File: src/rtl/ufmr_pkg.sv
// Shared types and constants for the union-find engine with minimum-index roots.
// Used by ufmr_ctrl and union_find_min_root; depends on nothing else.
package ufmr_pkg;

    // Field widths fixed by the item format
    localparam int AGENT_W  = 8;
    localparam int COUNT_W  = 9;
    localparam int OPCODE_W = 2;

    // Agent indices are AGENT_W bits wide, so no more entries than this can be reached
    localparam int AGENT_SLOTS = 1 << AGENT_W;

    // Operation codes
    typedef enum logic [OPCODE_W-1:0] {
        OP_CLEAR = 2'd0,
        OP_MERGE = 2'd1,
        OP_FIND  = 2'd2,
        OP_SAME  = 2'd3
    } t_opcode;

    // Status codes
    localparam logic STAT_OK  = 1'b0;
    localparam logic STAT_IDX = 1'b1;

    // One result transaction
    typedef struct packed {
        logic [AGENT_W-1:0] root_a;
        logic [AGENT_W-1:0] root_b;
        logic               same_group;
        logic               did_merge;
        logic [COUNT_W-1:0] group_count;
        logic               status;
    } t_result;

    // Memory access controls from the sequencer
    typedef struct packed {
        logic wr_en;
        logic clr;
    } t_mem_ctl;

endpackage

File: src/rtl/ufmr_parent_mem.sv
// Parent pointer store: synchronous RAM with one read and one write port,
// per-entry valid bits that make an unwritten entry read as its own index.
// Depends on nothing else.
module ufmr_parent_mem #(
    parameter int DEPTH = 256,
    parameter int AW    = 8
) (
    input  logic          i_clk,
    input  logic          i_rst_n,
    input  logic [AW-1:0] i_rd_addr,
    input  logic          i_wr_en,
    input  logic [AW-1:0] i_wr_addr,
    input  logic [AW-1:0] i_wr_data,
    input  logic          i_clr,
    input  logic [8:0]    i_active,
    output logic [AW-1:0] o_parent
);

    logic [AW-1:0]    r_mem [DEPTH];
    logic [DEPTH-1:0] r_valid;
    logic [AW-1:0]    r_rdata;
    logic [AW-1:0]    r_raddr;
    logic             r_rvld;
    logic             w_fwd;

    // Same-address write and read in the same cycle returns the new data
    assign w_fwd = i_wr_en && (i_wr_addr == i_rd_addr);

    // Write and registered read of the pointer array
    always_ff @(posedge i_clk) begin
        if (i_wr_en) begin
            r_mem[i_wr_addr] <= i_wr_data;
        end
        r_rdata <= w_fwd ? i_wr_data : r_mem[i_rd_addr];
        r_raddr <= i_rd_addr;
    end

    // Valid bits: drop the active range on clear, set on write
    always_ff @(posedge i_clk) begin
        if (!i_rst_n) begin
            r_valid <= '0;
            r_rvld  <= 1'b0;
        end else begin
            if (i_clr) begin
                for (int i = 0; i < DEPTH; i++) begin
                    if (9'(i) < i_active) begin
                        r_valid[i] <= 1'b0;
                    end
                end
            end
            if (i_wr_en) begin
                r_valid[i_wr_addr] <= 1'b1;
            end
            r_rvld <= w_fwd || r_valid[i_rd_addr];
        end
    end

    // An entry never written since clear is its own root
    assign o_parent = r_rvld ? r_rdata : r_raddr;

endmodule

File: src/rtl/ufmr_ctrl.sv
// Operation sequencer: walks parent chains through the pointer memory,
// compresses paths, links roots and holds the result register.
// Depends on ufmr_pkg.
module ufmr_ctrl #(
    parameter int DEPTH = 256,
    parameter int AW    = 8
) (
    input  logic                              i_clk,
    input  logic                              i_rst_n,
    input  logic                              i_in_valid,
    output logic                              o_in_ready,
    input  logic [ufmr_pkg::OPCODE_W-1:0]     i_opcode,
    input  logic [ufmr_pkg::AGENT_W-1:0]      i_agent_a,
    input  logic [ufmr_pkg::AGENT_W-1:0]      i_agent_b,
    input  logic [ufmr_pkg::COUNT_W-1:0]      i_active,
    output ufmr_pkg::t_result                 o_res,
    output logic                              o_res_valid,
    input  logic                              i_res_ready,
    output logic [AW-1:0]                     o_rd_addr,
    output logic [AW-1:0]                     o_wr_addr,
    output logic [AW-1:0]                     o_wr_data,
    output ufmr_pkg::t_mem_ctl                o_mem_ctl,
    input  logic [AW-1:0]                     i_parent
);

    typedef enum logic [2:0] {
        ST_IDLE,
        ST_FIND_A,
        ST_COMP_A,
        ST_FIND_B,
        ST_COMP_B,
        ST_LINK,
        ST_RESP
    } t_state;

    t_state                           r_state,  n_state;
    ufmr_pkg::t_opcode                r_op,     n_op;
    logic [AW-1:0]                    r_a,      n_a;
    logic [AW-1:0]                    r_b,      n_b;
    logic [AW-1:0]                    r_cur,    n_cur;
    logic [AW-1:0]                    r_root_a, n_root_a;
    logic [AW-1:0]                    r_root_b, n_root_b;
    logic [ufmr_pkg::COUNT_W-1:0]     r_groups, n_groups;
    ufmr_pkg::t_result                r_res,    n_res;
    ufmr_pkg::t_result                r_out,    n_out;
    logic                             r_out_valid, n_out_valid;

    logic                             w_a_done;
    logic                             w_b_done;
    logic                             w_err;
    logic                             w_same;
    logic [AW-1:0]                    w_lo;
    logic [AW-1:0]                    w_hi;
    logic [ufmr_pkg::COUNT_W-1:0]     w_grp_dec;
    ufmr_pkg::t_opcode                w_op_in;

    assign w_op_in   = ufmr_pkg::t_opcode'(i_opcode);
    assign w_err     = ({1'b0, i_agent_a} >= i_active) ||
                       ((w_op_in != ufmr_pkg::OP_FIND) && ({1'b0, i_agent_b} >= i_active));
    assign w_same    = (r_root_a == r_root_b);
    assign w_lo      = (r_root_a < r_root_b) ? r_root_a : r_root_b;
    assign w_hi      = (r_root_a < r_root_b) ? r_root_b : r_root_a;
    assign w_grp_dec = (r_groups != '0) ? (r_groups - 9'd1) : r_groups;

    // Next-state and datapath
    always_comb begin
        n_state     = r_state;
        n_op        = r_op;
        n_a         = r_a;
        n_b         = r_b;
        n_cur       = r_cur;
        n_root_a    = r_root_a;
        n_root_b    = r_root_b;
        n_groups    = r_groups;
        n_res       = r_res;
        n_out       = r_out;
        n_out_valid = r_out_valid && !i_res_ready;
        o_rd_addr   = r_cur;
        o_wr_addr   = r_cur;
        o_wr_data   = r_root_a;
        o_mem_ctl   = '0;
        w_a_done    = 1'b0;
        w_b_done    = 1'b0;

        case (r_state)
            ST_IDLE: begin
                o_rd_addr = AW'(i_agent_a);
                if (i_in_valid) begin
                    n_op = w_op_in;
                    n_a  = AW'(i_agent_a);
                    n_b  = AW'(i_agent_b);
                    if (w_op_in == ufmr_pkg::OP_CLEAR) begin
                        o_mem_ctl.clr     = 1'b1;
                        n_groups          = i_active;
                        n_res             = '0;
                        n_res.group_count = i_active;
                        n_res.status      = ufmr_pkg::STAT_OK;
                        n_state           = ST_RESP;
                    end else if (w_err) begin
                        n_res             = '0;
                        n_res.group_count = r_groups;
                        n_res.status      = ufmr_pkg::STAT_IDX;
                        n_state           = ST_RESP;
                    end else begin
                        n_cur   = AW'(i_agent_a);
                        n_state = ST_FIND_A;
                    end
                end
            end

            // Chase pointers of agent a until an entry points at itself
            ST_FIND_A: begin
                if (i_parent == r_cur) begin
                    n_root_a = r_cur;
                    if (r_cur == r_a) begin
                        w_a_done = 1'b1;
                    end else begin
                        o_rd_addr = r_a;
                        n_cur     = r_a;
                        n_state   = ST_COMP_A;
                    end
                end else begin
                    o_rd_addr = i_parent;
                    n_cur     = i_parent;
                end
            end

            // Point each node on a's path at its root
            ST_COMP_A: begin
                o_mem_ctl.wr_en = 1'b1;
                o_wr_addr       = r_cur;
                o_wr_data       = r_root_a;
                if (i_parent == r_root_a) begin
                    w_a_done = 1'b1;
                end else begin
                    o_rd_addr = i_parent;
                    n_cur     = i_parent;
                end
            end

            ST_FIND_B: begin
                if (i_parent == r_cur) begin
                    n_root_b = r_cur;
                    if (r_cur == r_b) begin
                        w_b_done = 1'b1;
                    end else begin
                        o_rd_addr = r_b;
                        n_cur     = r_b;
                        n_state   = ST_COMP_B;
                    end
                end else begin
                    o_rd_addr = i_parent;
                    n_cur     = i_parent;
                end
            end

            ST_COMP_B: begin
                o_mem_ctl.wr_en = 1'b1;
                o_wr_addr       = r_cur;
                o_wr_data       = r_root_b;
                if (i_parent == r_root_b) begin
                    w_b_done = 1'b1;
                end else begin
                    o_rd_addr = i_parent;
                    n_cur     = i_parent;
                end
            end

            // Build the result; on a merge of distinct roots, hang the larger root under the smaller one
            ST_LINK: begin
                n_res            = '0;
                n_res.status     = ufmr_pkg::STAT_OK;
                n_res.same_group = w_same;
                if ((r_op == ufmr_pkg::OP_MERGE) && !w_same) begin
                    o_mem_ctl.wr_en   = 1'b1;
                    o_wr_addr         = w_hi;
                    o_wr_data         = w_lo;
                    n_groups          = w_grp_dec;
                    n_res.root_a      = 8'(w_lo);
                    n_res.root_b      = 8'(w_lo);
                    n_res.did_merge   = 1'b1;
                    n_res.group_count = w_grp_dec;
                end else begin
                    n_res.root_a      = 8'(r_root_a);
                    n_res.root_b      = 8'(r_root_b);
                    n_res.group_count = r_groups;
                end
                n_state = ST_LINK == r_state ? ST_RESP : r_state;
            end

            // Load the output register once it is free
            ST_RESP: begin
                if (!r_out_valid || i_res_ready) begin
                    n_out       = r_res;
                    n_out_valid = 1'b1;
                    n_state     = ST_IDLE;
                end
            end

            default: begin
                n_state = ST_IDLE;
            end
        endcase

        // Agent a resolved: finish a find, or start on agent b
        if (w_a_done) begin
            if (r_op == ufmr_pkg::OP_FIND) begin
                n_res             = '0;
                n_res.root_a      = 8'(n_root_a);
                n_res.group_count = r_groups;
                n_res.status      = ufmr_pkg::STAT_OK;
                n_state           = ST_RESP;
            end else begin
                o_rd_addr = r_b;
                n_cur     = r_b;
                n_state   = ST_FIND_B;
            end
        end

        if (w_b_done) begin
            n_state = ST_LINK;
        end
    end

    // State and registered outputs
    always_ff @(posedge i_clk) begin
        if (!i_rst_n) begin
            r_state     <= ST_IDLE;
            r_groups    <= ufmr_pkg::COUNT_W'(DEPTH);
            r_out_valid <= 1'b0;
        end else begin
            r_state     <= n_state;
            r_groups    <= n_groups;
            r_out_valid <= n_out_valid;
        end
        r_op     <= n_op;
        r_a      <= n_a;
        r_b      <= n_b;
        r_cur    <= n_cur;
        r_root_a <= n_root_a;
        r_root_b <= n_root_b;
        r_res    <= n_res;
        r_out    <= n_out;
    end

    assign o_in_ready  = (r_state == ST_IDLE);
    assign o_res       = r_out;
    assign o_res_valid = r_out_valid;

endmodule

File: src/rtl/union_find_min_root.sv
// Top level of the union-find engine: stream ports, agent-count register,
// pointer memory and sequencer. Depends on ufmr_pkg, ufmr_parent_mem, ufmr_ctrl.
//
//  Port group    Dir  Payload
//  ------------  ---  ---------------------------------------------------------
//  i_s_axis_*    in   tuser: opcode; tdata: agent_a, agent_b
//  o_m_axis_*    out  tdata: root_a, root_b, same_group, did_merge, group_count;
//                     tuser: status
//  i_cfg_*       in   agents_in_use, written whenever i_cfg_wen is high
//
// One transaction is handled at a time; all cycles go to the single read port
// of the parent memory. Clear and index errors go from idle straight to the
// result stage. A find walks the chain of agent a, then compresses it; merge
// and query add the walk of agent b and a link step. Reset sets every entry
// to its own root through the valid bits, with no sweep. A full output
// register stalls the sequencer; input is taken only when idle.
module union_find_min_root #(
    parameter int MAX_AGENTS = 256
) (
    input  logic        i_clk,
    input  logic        i_rst_n,
    input  logic        i_s_axis_tvalid,
    output logic        o_s_axis_tready,
    input  logic [15:0] i_s_axis_tdata,   // [7:0] agent_a, [15:8] agent_b
    input  logic [1:0]  i_s_axis_tuser,   // [1:0] opcode
    output logic        o_m_axis_tvalid,
    input  logic        i_m_axis_tready,
    output logic [31:0] o_m_axis_tdata,   // [7:0] root_a, [15:8] root_b, [16] same_group,
                                          // [17] did_merge, [26:18] group_count, [31:27] zero
    output logic [0:0]  o_m_axis_tuser,   // [0] status
    input  logic        i_cfg_wen,
    input  logic [8:0]  i_cfg_wdata       // [8:0] agents_in_use
);

    localparam int DEPTH = (MAX_AGENTS < ufmr_pkg::AGENT_SLOTS) ?
                           MAX_AGENTS : ufmr_pkg::AGENT_SLOTS;
    localparam int AW    = $clog2(DEPTH);

    logic [ufmr_pkg::COUNT_W-1:0] r_agents, n_agents;
    logic [ufmr_pkg::COUNT_W-1:0] w_active;
    ufmr_pkg::t_result            w_res;
    ufmr_pkg::t_mem_ctl           w_mem_ctl;
    logic [AW-1:0]                w_rd_addr;
    logic [AW-1:0]                w_wr_addr;
    logic [AW-1:0]                w_wr_data;
    logic [AW-1:0]                w_parent;

    // Hold the agent-count register
    assign n_agents = i_cfg_wen ? i_cfg_wdata : r_agents;

    always_ff @(posedge i_clk) begin
        if (!i_rst_n) begin
            r_agents <= ufmr_pkg::COUNT_W'(ufmr_pkg::AGENT_SLOTS);
        end else begin
            r_agents <= n_agents;
        end
    end

    // Clamp the count to MAX_AGENTS
    assign w_active = (17'(r_agents) > 17'(MAX_AGENTS)) ?
                      ufmr_pkg::COUNT_W'(MAX_AGENTS) : r_agents;

    ufmr_parent_mem #(
        .DEPTH (DEPTH),
        .AW    (AW)
    ) u_mem (
        .i_clk     (i_clk),
        .i_rst_n   (i_rst_n),
        .i_rd_addr (w_rd_addr),
        .i_wr_en   (w_mem_ctl.wr_en),
        .i_wr_addr (w_wr_addr),
        .i_wr_data (w_wr_data),
        .i_clr     (w_mem_ctl.clr),
        .i_active  (w_active),
        .o_parent  (w_parent)
    );

    ufmr_ctrl #(
        .DEPTH (DEPTH),
        .AW    (AW)
    ) u_ctrl (
        .i_clk       (i_clk),
        .i_rst_n     (i_rst_n),
        .i_in_valid  (i_s_axis_tvalid),
        .o_in_ready  (o_s_axis_tready),
        .i_opcode    (i_s_axis_tuser),
        .i_agent_a   (i_s_axis_tdata[7:0]),
        .i_agent_b   (i_s_axis_tdata[15:8]),
        .i_active    (w_active),
        .o_res       (w_res),
        .o_res_valid (o_m_axis_tvalid),
        .i_res_ready (i_m_axis_tready),
        .o_rd_addr   (w_rd_addr),
        .o_wr_addr   (w_wr_addr),
        .o_wr_data   (w_wr_data),
        .o_mem_ctl   (w_mem_ctl),
        .i_parent    (w_parent)
    );

    // Pack the result transaction
    assign o_m_axis_tdata = {5'd0, w_res.group_count, w_res.did_merge, w_res.same_group,
                             w_res.root_b, w_res.root_a};
    assign o_m_axis_tuser = w_res.status;

endmodule

File: config.mk
export PLATFORM = sky130hd
export DESIGN_NAME = union_find_min_root
export DESIGN_NICKNAME = d
export VERILOG_FILES = /design/src/rtl/ufmr_pkg.sv /design/src/rtl/ufmr_parent_mem.sv /design/src/rtl/ufmr_ctrl.sv /design/src/rtl/union_find_min_root.sv
export SDC_FILE = /design/constraint.sdc
export NUM_CORES = 2
export LEC_CHECK = 0
export BUFFER_PORTS_ARGS = -buffer_cell sky130_fd_sc_hd__buf_2
export CAP_MARGIN = 40
export CORE_MARGIN = 5
export CORE_UTILIZATION = 50
export DETAILED_ROUTE_END_ITERATION = 6
export PLACE_DENSITY = 0.67
export SETUP_SLACK_MARGIN = 0.02
export SKIP_LAST_GASP = 1
export SLEW_MARGIN = 20
export SYNTH_ARGS = -nofsm -noshare
export SYNTH_HDL_FRONTEND = slang
export SYNTH_HIERARCHICAL = 1
export SYNTH_SLANG_ARGS = --single-unit
File: constraint.sdc
create_clock -name i_clk -period 22.6 [get_ports i_clk]
set_input_delay 0 -clock i_clk [delete_from_list [all_inputs] [get_ports i_clk]]
set_output_delay 0 -clock i_clk [all_outputs]
set_load 0.01 [all_outputs]
# After elaboration in Yosys (flattened, before gate mapping)
# Memories as Yosys holds them, arrays and structs flattened. A register that Yosys moved wholly into a read port is not among the register bits.
# Index checks and enable logic that the tools add are counted.
[op_classes]
n_bitwise = 2
addsub = 1
n_eq_ne = 35
reduce_logical = 23
mux = 330
order_cmp = 263
[ops]
columns = ["op", "n"]
rows = [
  ["8-bit by 9-bit < comparator with 1-bit output, first input constant", 128],
  ["256-bit 2-to-1 mux", 3],
  ["7-bit by 9-bit < comparator with 1-bit output, first input constant", 64],
  ["6-bit by 9-bit < comparator with 1-bit output, first input constant", 32],
  ["1-bit 2-to-1 mux", 272],
  ["256-bit OR", 1],
  ["8-bit 2-to-1 mux", 21],
  ["5-bit by 9-bit < comparator with 1-bit output, first input constant", 16],
  ["28-bit 2-to-1 mux", 5],
  ["8-bit one-hot mux with 5 select lines", 2],
  ["4-bit by 9-bit < comparator with 1-bit output, first input constant", 8],
  ["8-bit == test", 7],
  ["28-bit one-hot mux with 2 select lines", 1],
  ["9-bit 2-to-1 mux", 5],
  ["3-bit by 9-bit < comparator with 1-bit output, first input constant", 4],
  ["3-bit 2-to-1 mux", 12],
  ["8-bit by 9-bit greater-or-equal comparator with 1-bit output", 2],
  ["1-bit by 9-bit < comparator with 1-bit output, first input constant", 2],
  ["2-bit by 9-bit < comparator with 1-bit output, first input constant", 2],
  ["8-bit by 9-bit < comparator with 1-bit output, second input constant", 2],
  ["3-bit one-hot mux with 6 select lines", 1],
  ["9-bit one-hot mux with 2 select lines", 1],
  ["16-bit 2-to-1 mux", 1],
  ["4-bit by 1-bit inequality test with 1-bit output, second input constant", 4],
  ["other kinds (31)", 58],
]
[word_totals]
word_cells = 681
ram_bits = 2048
in_bits = 32
memories = 1
out_inout_bits = 35
register_bits = 385
[memory_table]
columns = ["memory", "depth", "width", "read_ports", "rd_ports_with_merged_regs", "write_ports", "line_no", "text"]
rows = [
  ["u_mem.r_mem", 256, 8, 1, 1, 1, "ufmr_parent_mem.sv:19", "logic [AW-1:0] r_mem [DEPTH];"],
]

# Longest topological paths before layout
[depth]
word_depth = 11
ltp_mapped = 31
depth_no_buf = 21

# Modules after synthesis
# Netlist, hierarchy kept.
[modules_own_cells]
columns = ["module", "area_each_um2", "cells_per_inst", "seq_area_each_um2", "n_inst"]
rows = [
  ["ufmr_parent_mem", 91965.7, 5176, 66804.1, 1],
  ["ufmr_ctrl", 6055.8, 604, 2762.6, 1],
  ["union_find_min_root", 430.4, 43, 180.2, 1],
]

# Worst setup path before layout
# No wires, ideal clock.
[synth_timing]
path_kind = "reg-to-reg"
from = "register u_ctrl.r_root_b[1]"
to = "memory u_mem.r_mem[0][0], data pin"
n_path_buf = 0
arrival_time_ns = 11.808
stages_incl_launch_ff = 9
path_slack_ns = 8.601
required_time_ns = 20.409
setup_time_ns = 2.191
synth_period_minus_slack_ns = 13.999
cell_sequence = "edfxtp_1 -> inv_1 -> ha_1 -> nor2b_1 -> o211ai_1 -> a21oi_1 -> o21ai_1 -> a21oi_2 -> o21ai_0"
[synth_between]
elab_chain_len = 5
word_cells_on_any_way = 7
classes_between = "order compare: 1; eq/ne: 1; mux: 3; reduce/logical: 2"
[synth_rtl]
columns = ["item", "line_no", "text"]
rows = [
  ["start, declared", "ufmr_ctrl.sv:42", "logic [AW-1:0] r_root_b, n_root_b;"],
  ["start signal, assigned", "ufmr_ctrl.sv:241", "r_root_b <= n_root_b;"],
  ["branches (longest 3 deep; another with 8-bit < comparator)", "n/a", ""],
  ["8-bit 2-to-1 mux (*)", "ufmr_ctrl.sv:174", "if ((r_op == ufmr_pkg::OP_MERGE) && !w_same) begin"],
  ["8-bit one-hot mux with 2 select lines (*)", "ufmr_ctrl.sv:85", "case (r_state)"],
  ["named net w_wr_data[0]", "union_find_min_root.sv:45", "logic [AW-1:0] w_wr_data;"],
  ["end, declared", "ufmr_parent_mem.sv:19", ""],
]
# Mark *: on every way through the listed nets, which the timed path passes.

# Worst setup path after layout
[layout_timing]
from = "register u_mem.r_raddr[1]"
to = "register u_mem.r_rvld"
[layout_between]
elab_chain_len = 9
word_cells_on_any_way = 19
classes_between = "eq/ne: 4; mux: 13; reduce/logical: 2"
[layout_rtl]
columns = ["item", "line_no", "text"]
rows = [
  ["start, declared", "ufmr_parent_mem.sv:22", "logic [AW-1:0] r_raddr;"],
  ["start signal, assigned", "ufmr_parent_mem.sv:35", "r_raddr <= i_rd_addr;"],
  ["8-bit 2-to-1 mux (*)", "ufmr_parent_mem.sv:59", "assign o_parent = r_rvld ? r_rdata : r_raddr;"],
  ["named net w_parent[1]", "union_find_min_root.sv:46", "logic [AW-1:0] w_parent;"],
  ["8-bit == test, on equally long branches", "n/a", ""],
  ["8-bit 2-to-1 mux, on equally long branches", "n/a", ""],
  ["8-bit one-hot mux with 5 select lines", "ufmr_ctrl.sv:85", ""],
  ["8-bit 2-to-1 mux", "ufmr_ctrl.sv:207", "if (r_op == ufmr_pkg::OP_FIND) begin"],
  ["8-bit 2-to-1 mux (*)", "ufmr_ctrl.sv:206", "if (w_a_done) begin"],
  ["named net w_rd_addr[1]", "union_find_min_root.sv:43", "logic [AW-1:0] w_rd_addr;"],
  ["1-bit binary-select mux with 8-bit select or 8-bit == test (tied branches)", "ufmr_parent_mem.sv:54, ufmr_parent_mem.sv:27", ""],
  ["1-bit 2-to-1 mux (not written as such) or 1-bit logical AND (tied branches)", "ufmr_parent_mem.sv:54, ufmr_parent_mem.sv:27", ""],
  ["1-bit logical OR (*)", "ufmr_parent_mem.sv:54", "r_rvld <= w_fwd || r_valid[i_rd_addr];"],
  ["end signal, assigned", "ufmr_parent_mem.sv:54", ""],
  ["end, declared", "ufmr_parent_mem.sv:23", "logic r_rvld;"],
]
# The timed path passes the listed nets; every way through them passes the cells marked *. The select of a mux whose other input is x is not followed.
# A chain may end at the register's enable or synchronous reset.

==> PnR_summary.wiki <==
{| class="wikitable"
! Metric !! Value
|-
| Detailed Place HPWL || 187 mm
|-
| Most frequent cells after synthesis || sky130_fd_sc_hd__edfxtp_1 (2102), sky130_fd_sc_hd__mux4_2 (510), sky130_fd_sc_hd__nor2_1 (407)
|-
| Dominant combinational cell family by area after synthesis || multiplexers
|-
| Final core area utilization || 57.7%
|-
| Number of DRC violations after detailed routing || 1
|-
| Count of vias placed by the detailed router || 58549
|-
| Most area-hungry cell type in the Yosys netlist || sky130_fd_sc_hd__edfxtp_1
|-
| Count of placed standard cells in the final layout, fillers left out || 9049
|-
| Clock H-tree levels || 4
|-
| Layout area overhead || 14.5%
|-
| Warnings, synthesis || 6
|-
| Vias per cell || 6.47
|-
| # Max-Cap Violations || 0
|-
| Critical path capture point type || register
|-
| Max IR drop VDD || 0.0946 mV
|-
| Number of detailed-routing iterations run before antenna repair || 7
|-
| Clock tree from TritonCTS || done
|-
| Highest attainable clock frequency || 89.5 MHz
|-
| Post-route setup TNS || 0 ps
|-
| Violated checks || design-rule violations
|-
| Area of the core || 0.195 sq mm
|-
| Clock insertion delay at the later pin of the skew report || 880 ps
|-
| Final-layout fill cell count || 14647
|-
| Buffers from clock root to sink, at most || 3
|-
| Overall routing resource usage || 27.8%
|-
| Number of antenna violations at the first check in global routing || 15
|-
| Post-synthesis sequential area ratio || 70.8%
|-
| Mux contribution to synthesized area || 14.2%
|-
| Placement Rows || 162
|-
| Root buffer selected by CTS || sky130_fd_sc_hd__clkbuf_16
|-
| Number of nets with antenna violations after detailed routing || 0
|-
| Global placement routability congestion || 0.999
|-
| Top cells by area, synth || sky130_fd_sc_hd__edfxtp_1 (64%), sky130_fd_sc_hd__mux4_2 (12%), sky130_fd_sc_hd__dfxtp_1 (6.7%), sky130_fd_sc_hd__mux2i_1 (2.2%), sky130_fd_sc_hd__nor2_1 (1.6%)
|-
| Number of flops mapped to enable cells by yosys || 2102
|-
| Post CTS Setup Buffer Count || 0
|-
| Count of mapped cells out of synthesis || 5823
|-
| Worst-case headroom to the max-slew limit || 31.8%
|-
| Crit path time final || 11170 ps
|-
| Clock sink count || 2433
|-
| Area share of and/or/nand/nor cells after synthesis || 5.29%
|-
| Critical path type || register to register
|-
| Portion of the clock cycle consumed by the worst path in the final layout || 49.4%
|-
| Final Hold Fails || 0
|-
| Most used standard cell by instance count after synthesis || sky130_fd_sc_hd__edfxtp_1
|-
| Number of hold buffers added after cts || 76
|-
| Iteration-0 DRC count of the detailed router || 8584
|-
| Startpoint kind of the worst setup timing path || register
|-
| Static power due to leakage || 36.3 nW
|-
| Height of the die || 454 microns
|-
| Area share of the largest cell type after synthesis || 64.1%
|-
| Outcome || finished with violations
|-
| Count of boundary I/O pins || 67
|-
| Initial core utilization || 50.4%
|-
| Netlist area before placement || 0.0985 sq mm
|-
| Worst Max-Slew Pin Slew || 1020 ps
|-
| Clock-pin slew on the worst setup and hold paths || 70 ps
|-
| Overall die area || 0.206 sq mm
|-
| Flip-flop and latch count after synthesis || 2433
|-
| Asr flop ratio synth || 0%
|-
| Post-synthesis adder-cell area fraction || 0.318%
|-
| Number of input and output port buffers inserted || 61
|-
| First-pass GRT wire length || 413 mm
|-
| Worst-path fanout max || 53
|-
| Share of cells above drive strength 1 || 22.2%
|-
| Post_cts resized || 0
|-
| PwrDens || 122 mW/mm^2
|-
| Required time of the critical path || 23360 ps
|-
| Width of the chip || 454 microns
|-
| Wire length per cell after detailed routing || 31.9 microns
|-
| Number of distinct library cells after synthesis || 81
|-
| Synth Area in XOR/XNOR || 0.454%
|-
| Vias in the first global route || 57060
|-
| Final slew viol count || 0
|-
| Setup clock skew after layout || 46.2 ps
|-
| Drt total wl || 289 mm
|-
| Post-Route Hold Slack || 197 ps
|-
| Compound-Gate Fraction of Synth Area || 6.91%
|-
| Data arrival time at the worst-slack endpoint || 11930 ps
|-
| Count of placed standard cells including taps || 8496
|-
| Total Nets Final || 6267
|-
| Hold Crit Class || input port to register
|-
| Largest net degree at the start of global routing || 102
|-
| Primary flip-flop cell chosen by synthesis mapping || sky130_fd_sc_hd__edfxtp_1
|-
| Number of CTS-inserted buffers || 234
|-
| GR Overflow Total || 0
|-
| Final count of negative-setup-slack endpoints || 0
|-
| Unrepaired setup endpoints after global routing || false
|-
| Average instance area after synthesis || 16.9 sq um
|}
## worst paths after layout
kind	depth (start not counted)	slack, ps	to	startpoint
min	5	200	u_ctrl/r_cur[6]$_DFF_P_	i_s_axis_tdata[6]
max	24	11430	u_mem/r_rvld$_SDFF_PN0_	u_mem/r_raddr[1]$_DFF_P_
max reg2reg	24	11430	u_mem/r_rvld$_SDFF_PN0_	u_mem/r_raddr[1]$_DFF_P_
min reg2reg	0	430	u_ctrl/o_res[10]$_DFFE_PP_	u_ctrl/r_res[10]$_DFF_P_
## critical path, stage by stage, from the launching register on
cell and delay, ps:
sky130_fd_sc_hd__dfxtp_4 920, sky130_fd_sc_hd__buf_4 730, sky130_fd_sc_hd__buf_4 710, sky130_fd_sc_hd__buf_4 750
sky130_fd_sc_hd__mux4_2 400, sky130_fd_sc_hd__a211oi_1 510, sky130_fd_sc_hd__a22oi_1 280, sky130_fd_sc_hd__and3_1 310
sky130_fd_sc_hd__a21oi_1 470, sky130_fd_sc_hd__o221ai_1 540, sky130_fd_sc_hd__xnor2_1 310, sky130_fd_sc_hd__nand4_1 260
sky130_fd_sc_hd__nor3_4 670, sky130_fd_sc_hd__a32o_1 440, sky130_fd_sc_hd__a211oi_1 160, sky130_fd_sc_hd__a31oi_4 280
sky130_fd_sc_hd__buf_4 450, sky130_fd_sc_hd__buf_4 590, sky130_fd_sc_hd__nand2b_1 760, sky130_fd_sc_hd__o221ai_1 270
sky130_fd_sc_hd__o22ai_1 210, sky130_fd_sc_hd__nor3_1 90, sky130_fd_sc_hd__o311ai_0 330, sky130_fd_sc_hd__and3_1 320
sky130_fd_sc_hd__o31ai_1 100
## placed cells by master, fill, tap and decap left out, types with 31 or more instances in the layout
cell type,instances
sky130_fd_sc_hd__nor2_2,47
sky130_fd_sc_hd__buf_4,330
sky130_fd_sc_hd__nor3_1,31
sky130_fd_sc_hd__clkinv_2,42
sky130_fd_sc_hd__o21ai_1,44
sky130_fd_sc_hd__o22ai_1,77
sky130_fd_sc_hd__clkbuf_1,57
sky130_fd_sc_hd__dlygate4sd3_1,76
sky130_fd_sc_hd__a211oi_1,38
sky130_fd_sc_hd__dfxtp_1,326
sky130_fd_sc_hd__and2_1,36
sky130_fd_sc_hd__nor2b_1,226
sky130_fd_sc_hd__nor2_1,359
sky130_fd_sc_hd__clkbuf_16,239
sky130_fd_sc_hd__nand2_1,187
sky130_fd_sc_hd__mux4_2,510
sky130_fd_sc_hd__edfxtp_1,2102
sky130_fd_sc_hd__xnor2_1,39
sky130_fd_sc_hd__mux2i_1,218
sky130_fd_sc_hd__nand3_1,66
sky130_fd_sc_hd__buf_2,63
sky130_fd_sc_hd__o221ai_1,55
sky130_fd_sc_hd__a21oi_1,266
sky130_fd_sc_hd__o21ai_0,160
sky130_fd_sc_hd__clkinv_1,41
sky130_fd_sc_hd__a22oi_1,123
sky130_fd_sc_hd__a31oi_1,40
sky130_fd_sc_hd__inv_1,33
sky130_fd_sc_hd__o21a_1,131
## report_power, final
group / total, W / internal (W) / switching [W]
clock network: 0.00395 / 0.00227 / 0.00169
logic: 0.00427 / 0.00151 / 0.00276
registers: 0.00558 / 0.00544 / 0.000140
total: 0.0138 / 0.00922 / 0.00459
## metal layers
metal | vias to the layer above | track usage, % | wire length [microns]
li1 | 23983 | - | -
met1 | 30104 | 38.6 | 111000
met2 | 3693 | 41.7 | 130000
met3 | 761 | 6.93 | 32500
met4 | 8 | 12.9 | 15600
met5 | - | 0 | 49
## sequential cells by signal, indices dropped and copies added, names as in the netlist
signal / cells
u_ctrl/r_a: 8
u_ctrl/r_op: 2
u_ctrl/r_b: 8
u_mem/r_raddr: 8
u_ctrl/o_res_valid: 1
u_ctrl/r_root_a: 8
u_mem/r_rvld: 1
u_ctrl/r_cur: 8
u_mem/r_valid: 256
r_agents: 9
u_ctrl/r_state: 3
u_ctrl/r_root_b: 8
u_mem/r_mem: 2048
u_ctrl/r_groups: 9
u_ctrl/r_res: 28
u_ctrl/o_res: 28
## stage by stage
stage               power (W)  setup slack, ps  instance area, sq um
floorplan             0.00831             8600                 98500
global placement      0.00968            11190                102000
detailed placement    0.00980            11790                104000
CTS                    0.0137            11730                112000
global route           0.0142            11190                113000
finish                 0.0138            11430                113000
## final cells by class
cell class | count | area [sq um] | area share (%)
sequential | 2433 | 69800 | 61.9
multi-input combinational | 2980 | 27200 | 24.1
clock buffer | 307 | 6350 | 5.63
timing repair buffer | 524 | 4570 | 4.05
tap | 2624 | 3280 | 2.91
clock inverter | 138 | 1460 | 1.30
inverter | 37 | 140 | 0.124
antenna | 6 | 15.0 | 0.0133
## cells by family after synthesis
logic type / Yosys count
AOI/OAI and AO/OA: 1058
adders and majority gates: 25
xor gates and xnor gates: 51
DFF: 2433
and+or+nand+nor: 1082
buffers and inverters: 414
muxes: 759
other: 1
Note: power is estimated with default switching activity, not from simulation.
